--- src/hw/rtl/lcdseq_pkg.sv ---
// ---------------------------------------------------------------------------
// lcdseq_pkg
// Shared types, command codes and write tables for the LCD command sequencer.
// ---------------------------------------------------------------------------
package lcdseq_pkg;

    // input mode codes
    localparam logic [2:0] MODE_INIT       = 3'd0;
    localparam logic [2:0] MODE_SET_POS    = 3'd1;
    localparam logic [2:0] MODE_PUT_CHAR   = 3'd2;
    localparam logic [2:0] MODE_CLEAR      = 3'd3;
    localparam logic [2:0] MODE_CLEAR_LINE = 3'd4;

    // controller instruction bytes
    localparam logic [7:0] INSTR_FUNC_SET  = 8'h38;
    localparam logic [7:0] INSTR_DISP_ON   = 8'h0C;
    localparam logic [7:0] INSTR_CLEAR     = 8'h01;
    localparam logic [7:0] INSTR_ENTRY     = 8'h06;
    localparam logic [7:0] INSTR_SET_DDRAM = 8'h80;
    localparam logic [7:0] CHAR_SPACE      = 8'h20;

    // display geometry
    localparam logic [7:0] ROW_MAX    = 8'd3;
    localparam logic [7:0] COL_MAX    = 8'd15;
    localparam logic [6:0] LINE0_BASE = 7'd0;
    localparam logic [6:0] LINE1_BASE = 7'd64;
    localparam logic [6:0] LINE2_BASE = 7'd16;
    localparam logic [6:0] LINE3_BASE = 7'd80;
    localparam logic [6:0] LINE0_END  = 7'd16;
    localparam logic [6:0] LINE1_END  = 7'd80;
    localparam logic [6:0] LINE2_END  = 7'd32;
    localparam logic [6:0] LINE3_END  = 7'd96;

    localparam logic [2:0] INIT_LAST_STEP = 3'd6;
    localparam logic [3:0] LINE_LAST_CHAR = 4'd15;

    typedef enum logic [2:0] {
        K_INIT,
        K_GOTO,
        K_CHAR,
        K_CLEAR,
        K_LINE
    } cmd_kind_t;

    // one classified command, as held in the queue
    typedef struct packed {
        cmd_kind_t  kind;
        logic       goto_en;    // clear line: positioning write wanted
        logic [6:0] addr;
        logic [7:0] char_code;
    } cmd_t;

    // one bus write
    typedef struct packed {
        logic        rs;
        logic [7:0]  data;
        logic        poll;
        logic [14:0] settle;
    } wr_t;

    function automatic wr_t init_write(input logic [2:0] idx);
        wr_t w;
        w = '{rs: 1'b0, data: INSTR_FUNC_SET, poll: 1'b0, settle: 15'd0};
        case (idx)
            3'd0: w.settle = 15'd17000;
            3'd1: w.settle = 15'd5000;
            3'd2: w.settle = 15'd120;
            3'd3: w.settle = 15'd120;
            3'd4: begin
                w.data   = INSTR_DISP_ON;
                w.poll   = 1'b1;
                w.settle = 15'd120;
            end
            3'd5: begin
                w.data = INSTR_CLEAR;
                w.poll = 1'b1;
            end
            default: begin
                w.data = INSTR_ENTRY;
                w.poll = 1'b1;
            end
        endcase
        return w;
    endfunction

    function automatic logic [6:0] row_base(input logic [1:0] row);
        logic [6:0] b;
        case (row)
            2'd0:    b = LINE0_BASE;
            2'd1:    b = LINE1_BASE;
            2'd2:    b = LINE2_BASE;
            default: b = LINE3_BASE;
        endcase
        return b;
    endfunction

    function automatic logic is_line_end(input logic [6:0] a);
        return (a == LINE0_END) || (a == LINE1_END) || (a == LINE2_END) ||
               (a == LINE3_END);
    endfunction

    // start of the line that follows a line end
    function automatic logic [6:0] wrap_target(input logic [6:0] a);
        logic [6:0] t;
        case (a)
            LINE0_END: t = LINE1_BASE;
            LINE1_END: t = LINE2_BASE;
            LINE2_END: t = LINE3_BASE;
            default:   t = LINE0_BASE;
        endcase
        return t;
    endfunction

endpackage

--- src/hw/rtl/lcdseq_front.sv ---
// ---------------------------------------------------------------------------
// lcdseq_front
// Accepts commands, checks positions and classifies them for the queue.
// ---------------------------------------------------------------------------
module lcdseq_front (
    input  logic               s_valid,
    output logic               s_ready,
    input  logic [2:0]         s_mode,
    input  logic [7:0]         s_row,
    input  logic [7:0]         s_column,
    input  logic [7:0]         s_char_code,
    output logic               push_valid,
    input  logic               push_ready,
    output lcdseq_pkg::cmd_t   push_data
);
    import lcdseq_pkg::*;

    logic row_ok;
    logic col_ok;
    logic keep;

    assign row_ok  = (s_row <= ROW_MAX);
    assign col_ok  = (s_column <= COL_MAX);
    assign s_ready = push_ready;

    always_comb begin
        keep                = 1'b1;
        push_data.kind      = K_INIT;
        push_data.goto_en   = row_ok;
        push_data.addr      = 7'(row_base(s_row[1:0]) + 7'(s_column[3:0]));
        push_data.char_code = s_char_code;
        unique case (s_mode)
            MODE_INIT:     push_data.kind = K_INIT;
            MODE_SET_POS: begin
                push_data.kind = K_GOTO;
                keep           = row_ok && col_ok;
            end
            MODE_PUT_CHAR: push_data.kind = K_CHAR;
            MODE_CLEAR:    push_data.kind = K_CLEAR;
            MODE_CLEAR_LINE: begin
                push_data.kind      = K_LINE;
                push_data.addr      = row_base(s_row[1:0]);
                push_data.char_code = CHAR_SPACE;
            end
            default:       keep = 1'b0;   // unknown modes are dropped
        endcase
    end

    assign push_valid = s_valid && keep;

endmodule

--- src/hw/rtl/lcdseq_queue.sv ---
// ---------------------------------------------------------------------------
// lcdseq_queue
// Small command FIFO between front and back.
// ---------------------------------------------------------------------------
module lcdseq_queue #(
    parameter int DEPTH = 2
) (
    input  logic               aclk,
    input  logic               aresetn,
    input  logic               push_valid,
    output logic               push_ready,
    input  lcdseq_pkg::cmd_t   push_data,
    output logic               pop_valid,
    input  logic               pop_ready,
    output lcdseq_pkg::cmd_t   pop_data
);
    import lcdseq_pkg::*;

    localparam int PTR_W = $clog2(DEPTH);
    localparam int CNT_W = $clog2(DEPTH + 1);

    cmd_t             slot_reg [DEPTH];
    logic [PTR_W-1:0] wr_ptr_reg, wr_ptr_next;
    logic [PTR_W-1:0] rd_ptr_reg, rd_ptr_next;
    logic [CNT_W-1:0] count_reg, count_next;
    logic             do_push;
    logic             do_pop;

    assign push_ready = (count_reg != CNT_W'(DEPTH));
    assign pop_valid  = (count_reg != '0);
    assign pop_data   = slot_reg[rd_ptr_reg];
    assign do_push    = push_valid && push_ready;
    assign do_pop     = pop_valid && pop_ready;

    always_comb begin
        wr_ptr_next = wr_ptr_reg;
        rd_ptr_next = rd_ptr_reg;
        count_next  = count_reg;
        if (do_push) begin
            wr_ptr_next = (wr_ptr_reg == PTR_W'(DEPTH - 1)) ? '0 : wr_ptr_reg + 1'b1;
        end
        if (do_pop) begin
            rd_ptr_next = (rd_ptr_reg == PTR_W'(DEPTH - 1)) ? '0 : rd_ptr_reg + 1'b1;
        end
        case ({do_push, do_pop})
            2'b10:   count_next = count_reg + 1'b1;
            2'b01:   count_next = count_reg - 1'b1;
            default: count_next = count_reg;
        endcase
    end

    always_ff @(posedge aclk) begin
        if (!aresetn) begin
            wr_ptr_reg <= '0;
            rd_ptr_reg <= '0;
            count_reg  <= '0;
        end else begin
            wr_ptr_reg <= wr_ptr_next;
            rd_ptr_reg <= rd_ptr_next;
            count_reg  <= count_next;
        end
    end

    always_ff @(posedge aclk) begin
        if (do_push) begin
            slot_reg[wr_ptr_reg] <= push_data;
        end
    end

endmodule

--- src/hw/rtl/lcdseq_back.sv ---
// ---------------------------------------------------------------------------
// lcdseq_back
// Write sequencer: expands queued commands into bus writes, owns the cursor.
// ---------------------------------------------------------------------------
module lcdseq_back (
    input  logic               aclk,
    input  logic               aresetn,
    input  logic               pop_valid,
    output logic               pop_ready,
    input  lcdseq_pkg::cmd_t   pop_data,
    output logic               m_valid,
    input  logic               m_ready,
    output logic               m_reg_select,
    output logic [7:0]         m_bus_data,
    output logic               m_poll_busy,
    output logic [14:0]        m_settle_us,
    output logic               m_last
);
    import lcdseq_pkg::*;

    typedef enum logic [5:0] {
        S_IDLE  = 6'b000001,
        S_INIT  = 6'b000010,
        S_GOTO  = 6'b000100,
        S_CLEAR = 6'b001000,
        S_CHAR  = 6'b010000,
        S_WRAP  = 6'b100000
    } state_t;

    state_t     state_reg, state_next;
    logic [3:0] step_reg, step_next;
    logic [6:0] cursor_reg, cursor_next;
    logic [6:0] addr_reg, addr_next;
    logic [7:0] char_reg, char_next;
    logic       line_reg, line_next;
    logic       m_valid_reg, m_valid_next;
    wr_t        wr_out_reg;
    logic       m_last_reg;

    wr_t        wr;
    logic       wr_last;
    logic       out_ld;
    logic       fire;
    logic       done;
    logic       last_char;
    logic [6:0] cursor_inc;
    logic       wrap;

    assign out_ld     = !m_valid_reg || m_ready;
    assign fire       = (state_reg != S_IDLE) && out_ld;
    assign last_char  = !line_reg || (step_reg == LINE_LAST_CHAR);
    assign cursor_inc = cursor_reg + 7'd1;
    assign wrap       = is_line_end(cursor_inc);
    assign done       = (state_reg == S_IDLE) || (fire && wr_last);
    assign pop_ready  = done;

    always_comb begin
        state_next  = state_reg;
        step_next   = step_reg;
        cursor_next = cursor_reg;
        addr_next   = addr_reg;
        char_next   = char_reg;
        line_next   = line_reg;
        wr          = '{rs: 1'b0, data: INSTR_CLEAR, poll: 1'b1, settle: 15'd0};
        wr_last     = 1'b0;

        unique case (state_reg)
            S_IDLE: ;
            S_INIT: begin
                wr      = init_write(step_reg[2:0]);
                wr_last = (step_reg[2:0] == INIT_LAST_STEP);
                if (fire) begin
                    step_next = step_reg + 4'd1;
                    if (wr_last) begin
                        cursor_next = '0;
                        state_next  = S_IDLE;
                    end
                end
            end
            S_GOTO: begin
                wr.data = INSTR_SET_DDRAM | {1'b0, addr_reg};
                wr_last = !line_reg;
                if (fire) begin
                    cursor_next = addr_reg;
                    state_next  = line_reg ? S_CHAR : S_IDLE;
                end
            end
            S_CLEAR: begin
                wr_last = 1'b1;
                if (fire) begin
                    state_next = S_IDLE;
                end
            end
            S_CHAR: begin
                wr.rs   = 1'b1;
                wr.data = char_reg;
                wr_last = !wrap && last_char;
                if (fire) begin
                    cursor_next = cursor_inc;
                    if (wrap) begin
                        state_next = S_WRAP;
                    end else if (last_char) begin
                        state_next = S_IDLE;
                    end else begin
                        step_next = step_reg + 4'd1;
                    end
                end
            end
            S_WRAP: begin
                wr.data = INSTR_SET_DDRAM | {1'b0, wrap_target(cursor_reg)};
                wr_last = last_char;
                if (fire) begin
                    cursor_next = wrap_target(cursor_reg);
                    if (last_char) begin
                        state_next = S_IDLE;
                    end else begin
                        state_next = S_CHAR;
                        step_next  = step_reg + 4'd1;
                    end
                end
            end
            default: state_next = S_IDLE;
        endcase

        // next command starts as soon as the current one hands off its last write
        if (done && pop_valid) begin
            step_next = '0;
            addr_next = pop_data.addr;
            char_next = pop_data.char_code;
            line_next = 1'b0;
            unique case (pop_data.kind)
                K_INIT:  state_next = S_INIT;
                K_GOTO:  state_next = S_GOTO;
                K_CHAR:  state_next = S_CHAR;
                K_CLEAR: state_next = S_CLEAR;
                K_LINE: begin
                    line_next  = 1'b1;
                    state_next = pop_data.goto_en ? S_GOTO : S_CHAR;
                end
                default: state_next = S_IDLE;
            endcase
        end
    end

    always_comb begin
        m_valid_next = m_valid_reg;
        if (fire) begin
            m_valid_next = 1'b1;
        end else if (m_ready) begin
            m_valid_next = 1'b0;
        end
    end

    always_ff @(posedge aclk) begin
        if (!aresetn) begin
            state_reg   <= S_IDLE;
            step_reg    <= '0;
            cursor_reg  <= '0;
            line_reg    <= 1'b0;
            m_valid_reg <= 1'b0;
        end else begin
            state_reg   <= state_next;
            step_reg    <= step_next;
            cursor_reg  <= cursor_next;
            line_reg    <= line_next;
            m_valid_reg <= m_valid_next;
        end
    end

    always_ff @(posedge aclk) begin
        addr_reg <= addr_next;
        char_reg <= char_next;
        if (fire) begin
            wr_out_reg <= wr;
            m_last_reg <= wr_last;
        end
    end

    assign m_valid      = m_valid_reg;
    assign m_reg_select = wr_out_reg.rs;
    assign m_bus_data   = wr_out_reg.data;
    assign m_poll_busy  = wr_out_reg.poll;
    assign m_settle_us  = wr_out_reg.settle;
    assign m_last       = m_last_reg;

endmodule

--- src/hw/rtl/char_lcd_command_sequencer.sv ---
// ---------------------------------------------------------------------------
// char_lcd_command_sequencer: 16x4 character LCD command to bus-write expander
// Throughput: one write per cycle unless m_ready holds the output register; a
// command expands into 1 to 18 writes through the back sequencer's single
// write port; rejected commands produce none.
// Reset: synchronous active-low aresetn empties the queue, cursor goes to 0.
// ---------------------------------------------------------------------------
module char_lcd_command_sequencer #(
    parameter int QUEUE_DEPTH = 2
) (
    input  logic        aclk,
    input  logic        aresetn,
    // command channel
    input  logic        s_valid,
    output logic        s_ready,
    input  logic [2:0]  s_mode,
    input  logic [7:0]  s_row,
    input  logic [7:0]  s_column,
    input  logic [7:0]  s_char_code,
    // bus-write channel
    output logic        m_valid,
    input  logic        m_ready,
    output logic        m_reg_select,
    output logic [7:0]  m_bus_data,
    output logic        m_poll_busy,
    output logic [14:0] m_settle_us,
    output logic        m_last
);
    import lcdseq_pkg::*;

    // Front: decodes mode, range-checks row/column and computes the DDRAM
    // address. Invalid set-position and unknown modes are consumed here and
    // never reach the queue.
    logic push_valid;
    logic push_ready;
    cmd_t push_data;

    // Queue: lets the front keep taking commands while the back is busy
    // with a long run (init, clear line).
    logic pop_valid;
    logic pop_ready;
    cmd_t pop_data;

    lcdseq_front u_front (
        .s_valid     (s_valid),
        .s_ready     (s_ready),
        .s_mode      (s_mode),
        .s_row       (s_row),
        .s_column    (s_column),
        .s_char_code (s_char_code),
        .push_valid  (push_valid),
        .push_ready  (push_ready),
        .push_data   (push_data)
    );

    lcdseq_queue #(
        .DEPTH (QUEUE_DEPTH)
    ) u_queue (
        .aclk       (aclk),
        .aresetn    (aresetn),
        .push_valid (push_valid),
        .push_ready (push_ready),
        .push_data  (push_data),
        .pop_valid  (pop_valid),
        .pop_ready  (pop_ready),
        .pop_data   (pop_data)
    );

    // Back: one write per cycle into the output register while m_ready drains it;
    // tracks the cursor and inserts the line-wrap writes after character writes.
    lcdseq_back u_back (
        .aclk         (aclk),
        .aresetn      (aresetn),
        .pop_valid    (pop_valid),
        .pop_ready    (pop_ready),
        .pop_data     (pop_data),
        .m_valid      (m_valid),
        .m_ready      (m_ready),
        .m_reg_select (m_reg_select),
        .m_bus_data   (m_bus_data),
        .m_poll_busy  (m_poll_busy),
        .m_settle_us  (m_settle_us),
        .m_last       (m_last)
    );

`ifndef SYNTHESIS
    // data writes always poll busy
    a_data_polls: assert property (@(posedge aclk) disable iff (!aresetn)
        m_valid && m_reg_select |-> m_poll_busy)
        else $error("data write without busy poll");

    // settle delays only appear on instruction writes
    a_settle_instr: assert property (@(posedge aclk) disable iff (!aresetn)
        m_valid && (m_settle_us != 15'd0) |-> !m_reg_select)
        else $error("settle delay on data write");

    // the only unpolled writes are the init function-set writes
    a_unpolled_fs: assert property (@(posedge aclk) disable iff (!aresetn)
        m_valid && !m_poll_busy |-> (m_bus_data == INSTR_FUNC_SET) && !m_last)
        else $error("unexpected unpolled write");
`endif

endmodule
--- config.mk ---
export PLATFORM = sky130hd
export DESIGN_NAME = char_lcd_command_sequencer
export DESIGN_NICKNAME = d
export VERILOG_FILES = /design/src/hw/rtl/lcdseq_pkg.sv /design/src/hw/rtl/lcdseq_front.sv /design/src/hw/rtl/lcdseq_queue.sv /design/src/hw/rtl/lcdseq_back.sv /design/src/hw/rtl/char_lcd_command_sequencer.sv
export SDC_FILE = /design/constraint.sdc
export NUM_CORES = 1
export LEC_CHECK = 0
export BUFFER_PORTS_ARGS = -buffer_cell sky130_fd_sc_hd__buf_2
export CELL_PAD_IN_SITES_DETAIL_PLACEMENT = 0
export CELL_PAD_IN_SITES_GLOBAL_PLACEMENT = 2
export CORE_ASPECT_RATIO = 0.8
export CORE_UTILIZATION = 34
export DETAILED_ROUTE_END_ITERATION = 10
export PLACE_DENSITY = 0.77
export SETUP_SLACK_MARGIN = 0.1
export SYNTH_ARGS = -nofsm -noshare
export SYNTH_HDL_FRONTEND = slang
export SYNTH_SLANG_ARGS = --single-unit
export TNS_END_PERCENT = 5
--- constraint.sdc ---
create_clock -name aclk -period 2.65 [get_ports aclk]
set_input_delay 0.265 -clock aclk [delete_from_list [all_inputs] [get_ports aclk]]
set_output_delay 0.265 -clock aclk [all_outputs]
set_load 0.01 [all_outputs]
==> results.cfg <==
[critical_path]
start_kind = flip-flop
required_ps = 2910
endpoint_kind = flip-flop
crit_path_max_fanout = 4
slowest_delay_ps = 580
cpLargestDelayFamily = simple AND/OR/NAND/NOR gates
worstSetupPathType = flip-flop to flip-flop
worst_path_max_delay_cell = or4_4
crit_chain = or4_4, nor3b_4, o21ai_2, o2111ai_2, o221ai_4, inv_4, ha_1, or3_1, a21oi_2
cp.arrival_ps = 2720
cp_num_buf_inv = 1

[floorplan]
dieWidth_microns = 129.1
die_height_microns = 103.7
ios = 59
start_util_pct = 35.45
rows = 36
design.core.area_sq_um = 12390
dieArea_sq_um = 13380

[route]
via_per_inst = 4.928
routed_wl_microns = 9643
ant_nets = 0
drtIter0Drc = 137
vias = 3065
dr.pass1.iters = 4
wl_per_cell_microns = 15.50
drc = 0

[cells_and_area]
nNetsFinal = 484
fin_cells = 622
fin_area_sq_um = 5294
seq_area_sq_um = 2500
utilization_pct = 42.74
drive_gt1_share_pct = 29.71
multiInputGateArea_sq_um = 1729
fillCellCount = 1169
antennaDiodeCount = 0
largest_reg_flops = 36
area_growth_pct = 20.54

[logic_synthesis]
synth-seq-cells = 91
synthFlopType = edfxtp_1
synth.largest_area_cell = edfxtp_1
synth_edf_count = 67
netlist.area_leader.share_pct = 45.81
yosysSeqAreaShare_pct = 56.75
synth_most_common_cell = edfxtp_1
ys_types = 69
netlist_area_sq_um = 4392
yosys_warnings = 0
async_flop_share_pct = 0
synthTopCellsByCount = 67 x edfxtp_1, 33 x nand2_1, 25 x nor2_1
synthesis.instances = 382
avgSynthCellArea_sq_um = 11.50
synth_area_leaders = edfxtp_1 46%, dfxtp_1 11%, mux2_2 3.6%, nand2_1 2.8%, nor2b_1 2.4%

[timing]
fin_skew_ps = 4.538
slew_headroom_pct = 61.37
drv_slew = 0
final.min_clock_period_ps = 2452
setup_viol = 0
rsz0062_at_grt = false
min_period_over_period_pct = 92.54
holdWs_ps = 122.0
tightest_slew_ps = 578.3
fmax_ghz = 0.4078
hold_violations = 0

[global_routing]
antenna_found_initial = 0
grt_usage_pct = 15.21
grt_pass1_wl_microns = 15660
grt_pass1_vias = 3001
grt_max_degree = 23
grt_overflow = 0

[clock_tree]
cts.sinks = 91
clk_latency_ps = 340
cts_made_buffers = 9
htreeDepth = 3
clk_path_buf_depth = 2
clkTransAtPathRegs_ps = 70
cts_tree = built
cts_root_buffer = clkbuf_16

[power_and_ir_drop]
ir_drop_mv = 0.3723
finalPower_mw = 4.493
p_leak_nw = 1.917
power-per-cell-area_nw_per_um2 = 848.7

[hold_path]
hp-class = input port to flip-flop

[outcome]
status = complete, no violations

[placement]
placed_cells = 602
io_buffers = 52
place_area_sq_um = 4920
hpwl_microns = 6800
gp_congestion = 0.8333

[flow_run]
maxCapViolCount = 0
[worst reg2reg max path, delay by kind of cell (launching register included)]
kind | cells | cell delay [ps]
simple gates | 3 | 1220
compound gates | 4 | 530
flops | 1 | 310
fa+ha+maj | 1 | 250
buf+inv | 1 | 70
[repair_timing]
action | in CTS | in global routing
buffers inserted | 0 | 4
hold buffers | 0 | 0
gates resized for setup | 0 | 11
endpoints found under the setup margin | 0 | 1
endpoints found under the hold margin | 0 | 0
[placed cells by master (no fill, tap or decap), types with 5 or more instances in the layout]
cell / n
edfxtp_1: 67
buf_2: 52
nand2_1: 33
nor2_1: 25
buf_4: 24
dfxtp_1: 18
nor2b_1: 17
nor3_1: 16
mux2_2: 14
nand3_1: 13
o21ai_0: 13
inv_1: 11
mux2i_1: 10
clkbuf_16: 9
a21oi_1: 8
ha_1: 7
nand2b_1: 6
conb_1: 6
dfxtp_2: 6
xnor2_1: 5
o211ai_1: 5
[final cells by class]
| type | instances | area share (%) |
|---|---|---|
| clock buffers | 10 | 4.514 |
| clock inverters | 6 | 1.442 |
| inverters | 14 | 1.040 |
| multi-input cells | 252 | 32.66 |
| flip-flops and latches | 91 | 47.22 |
| well taps | 171 | 4.042 |
| repair buffers | 78 | 9.076 |
[report_power, final]
part / switching [mW] / internal (mW)
Combinational: 0.664 / 0.464
Sequential: 0.117 / 1.89
Clock: 0.579 / 0.776
Total: 1.36 / 3.13
[per-stage QoR]
stage          setup TNS (ps)  worst slack, ps
6_report                    0            197.7
5_1_grt                     0            99.37
4_1_cts                     0            147.5
3_5_place_dp                0            59.54
3_3_place_gp                0            128.5
2_1_floorplan          -81.81           -2.274
[worst paths after layout]
path	start	end	slack, ps	depth (start not counted)
max	u_back.state_reg[0]	u_queue.count_reg[1]	200	9
min	s_row[1]	u_queue.slot_reg[1][12]	120	1
max reg2reg	u_back.state_reg[0]	u_queue.count_reg[1]	200	9
min reg2reg	u_queue.rd_ptr_reg	u_queue.rd_ptr_reg	480	2
[logic make-up (layout without fill, tap and decap cells)]
family	after synthesis	after routing	synth area share (%)
AOI/OAI and AO/OA	69	69	12.05
xor gates and xnor gates	9	9	1.795
adders and majority gates	7	7	1.994
buffers and inverters	44	108	5.042
DFF	91	91	56.75
muxes	24	24	5.869
other	1	6	0.08539
and+or+nand+nor	137	137	16.41
[routing by layer]
layer	vias to the layer above	routed length (microns)	global-route usage (%)
met5	-	0	0
met4	0	62	3.277
met1	1440	4810	22.33
li1	1528	-	-
met3	7	548	3.616
met2	90	4221	22.55
No activity file was read; power rests on OpenSTA's default activity.
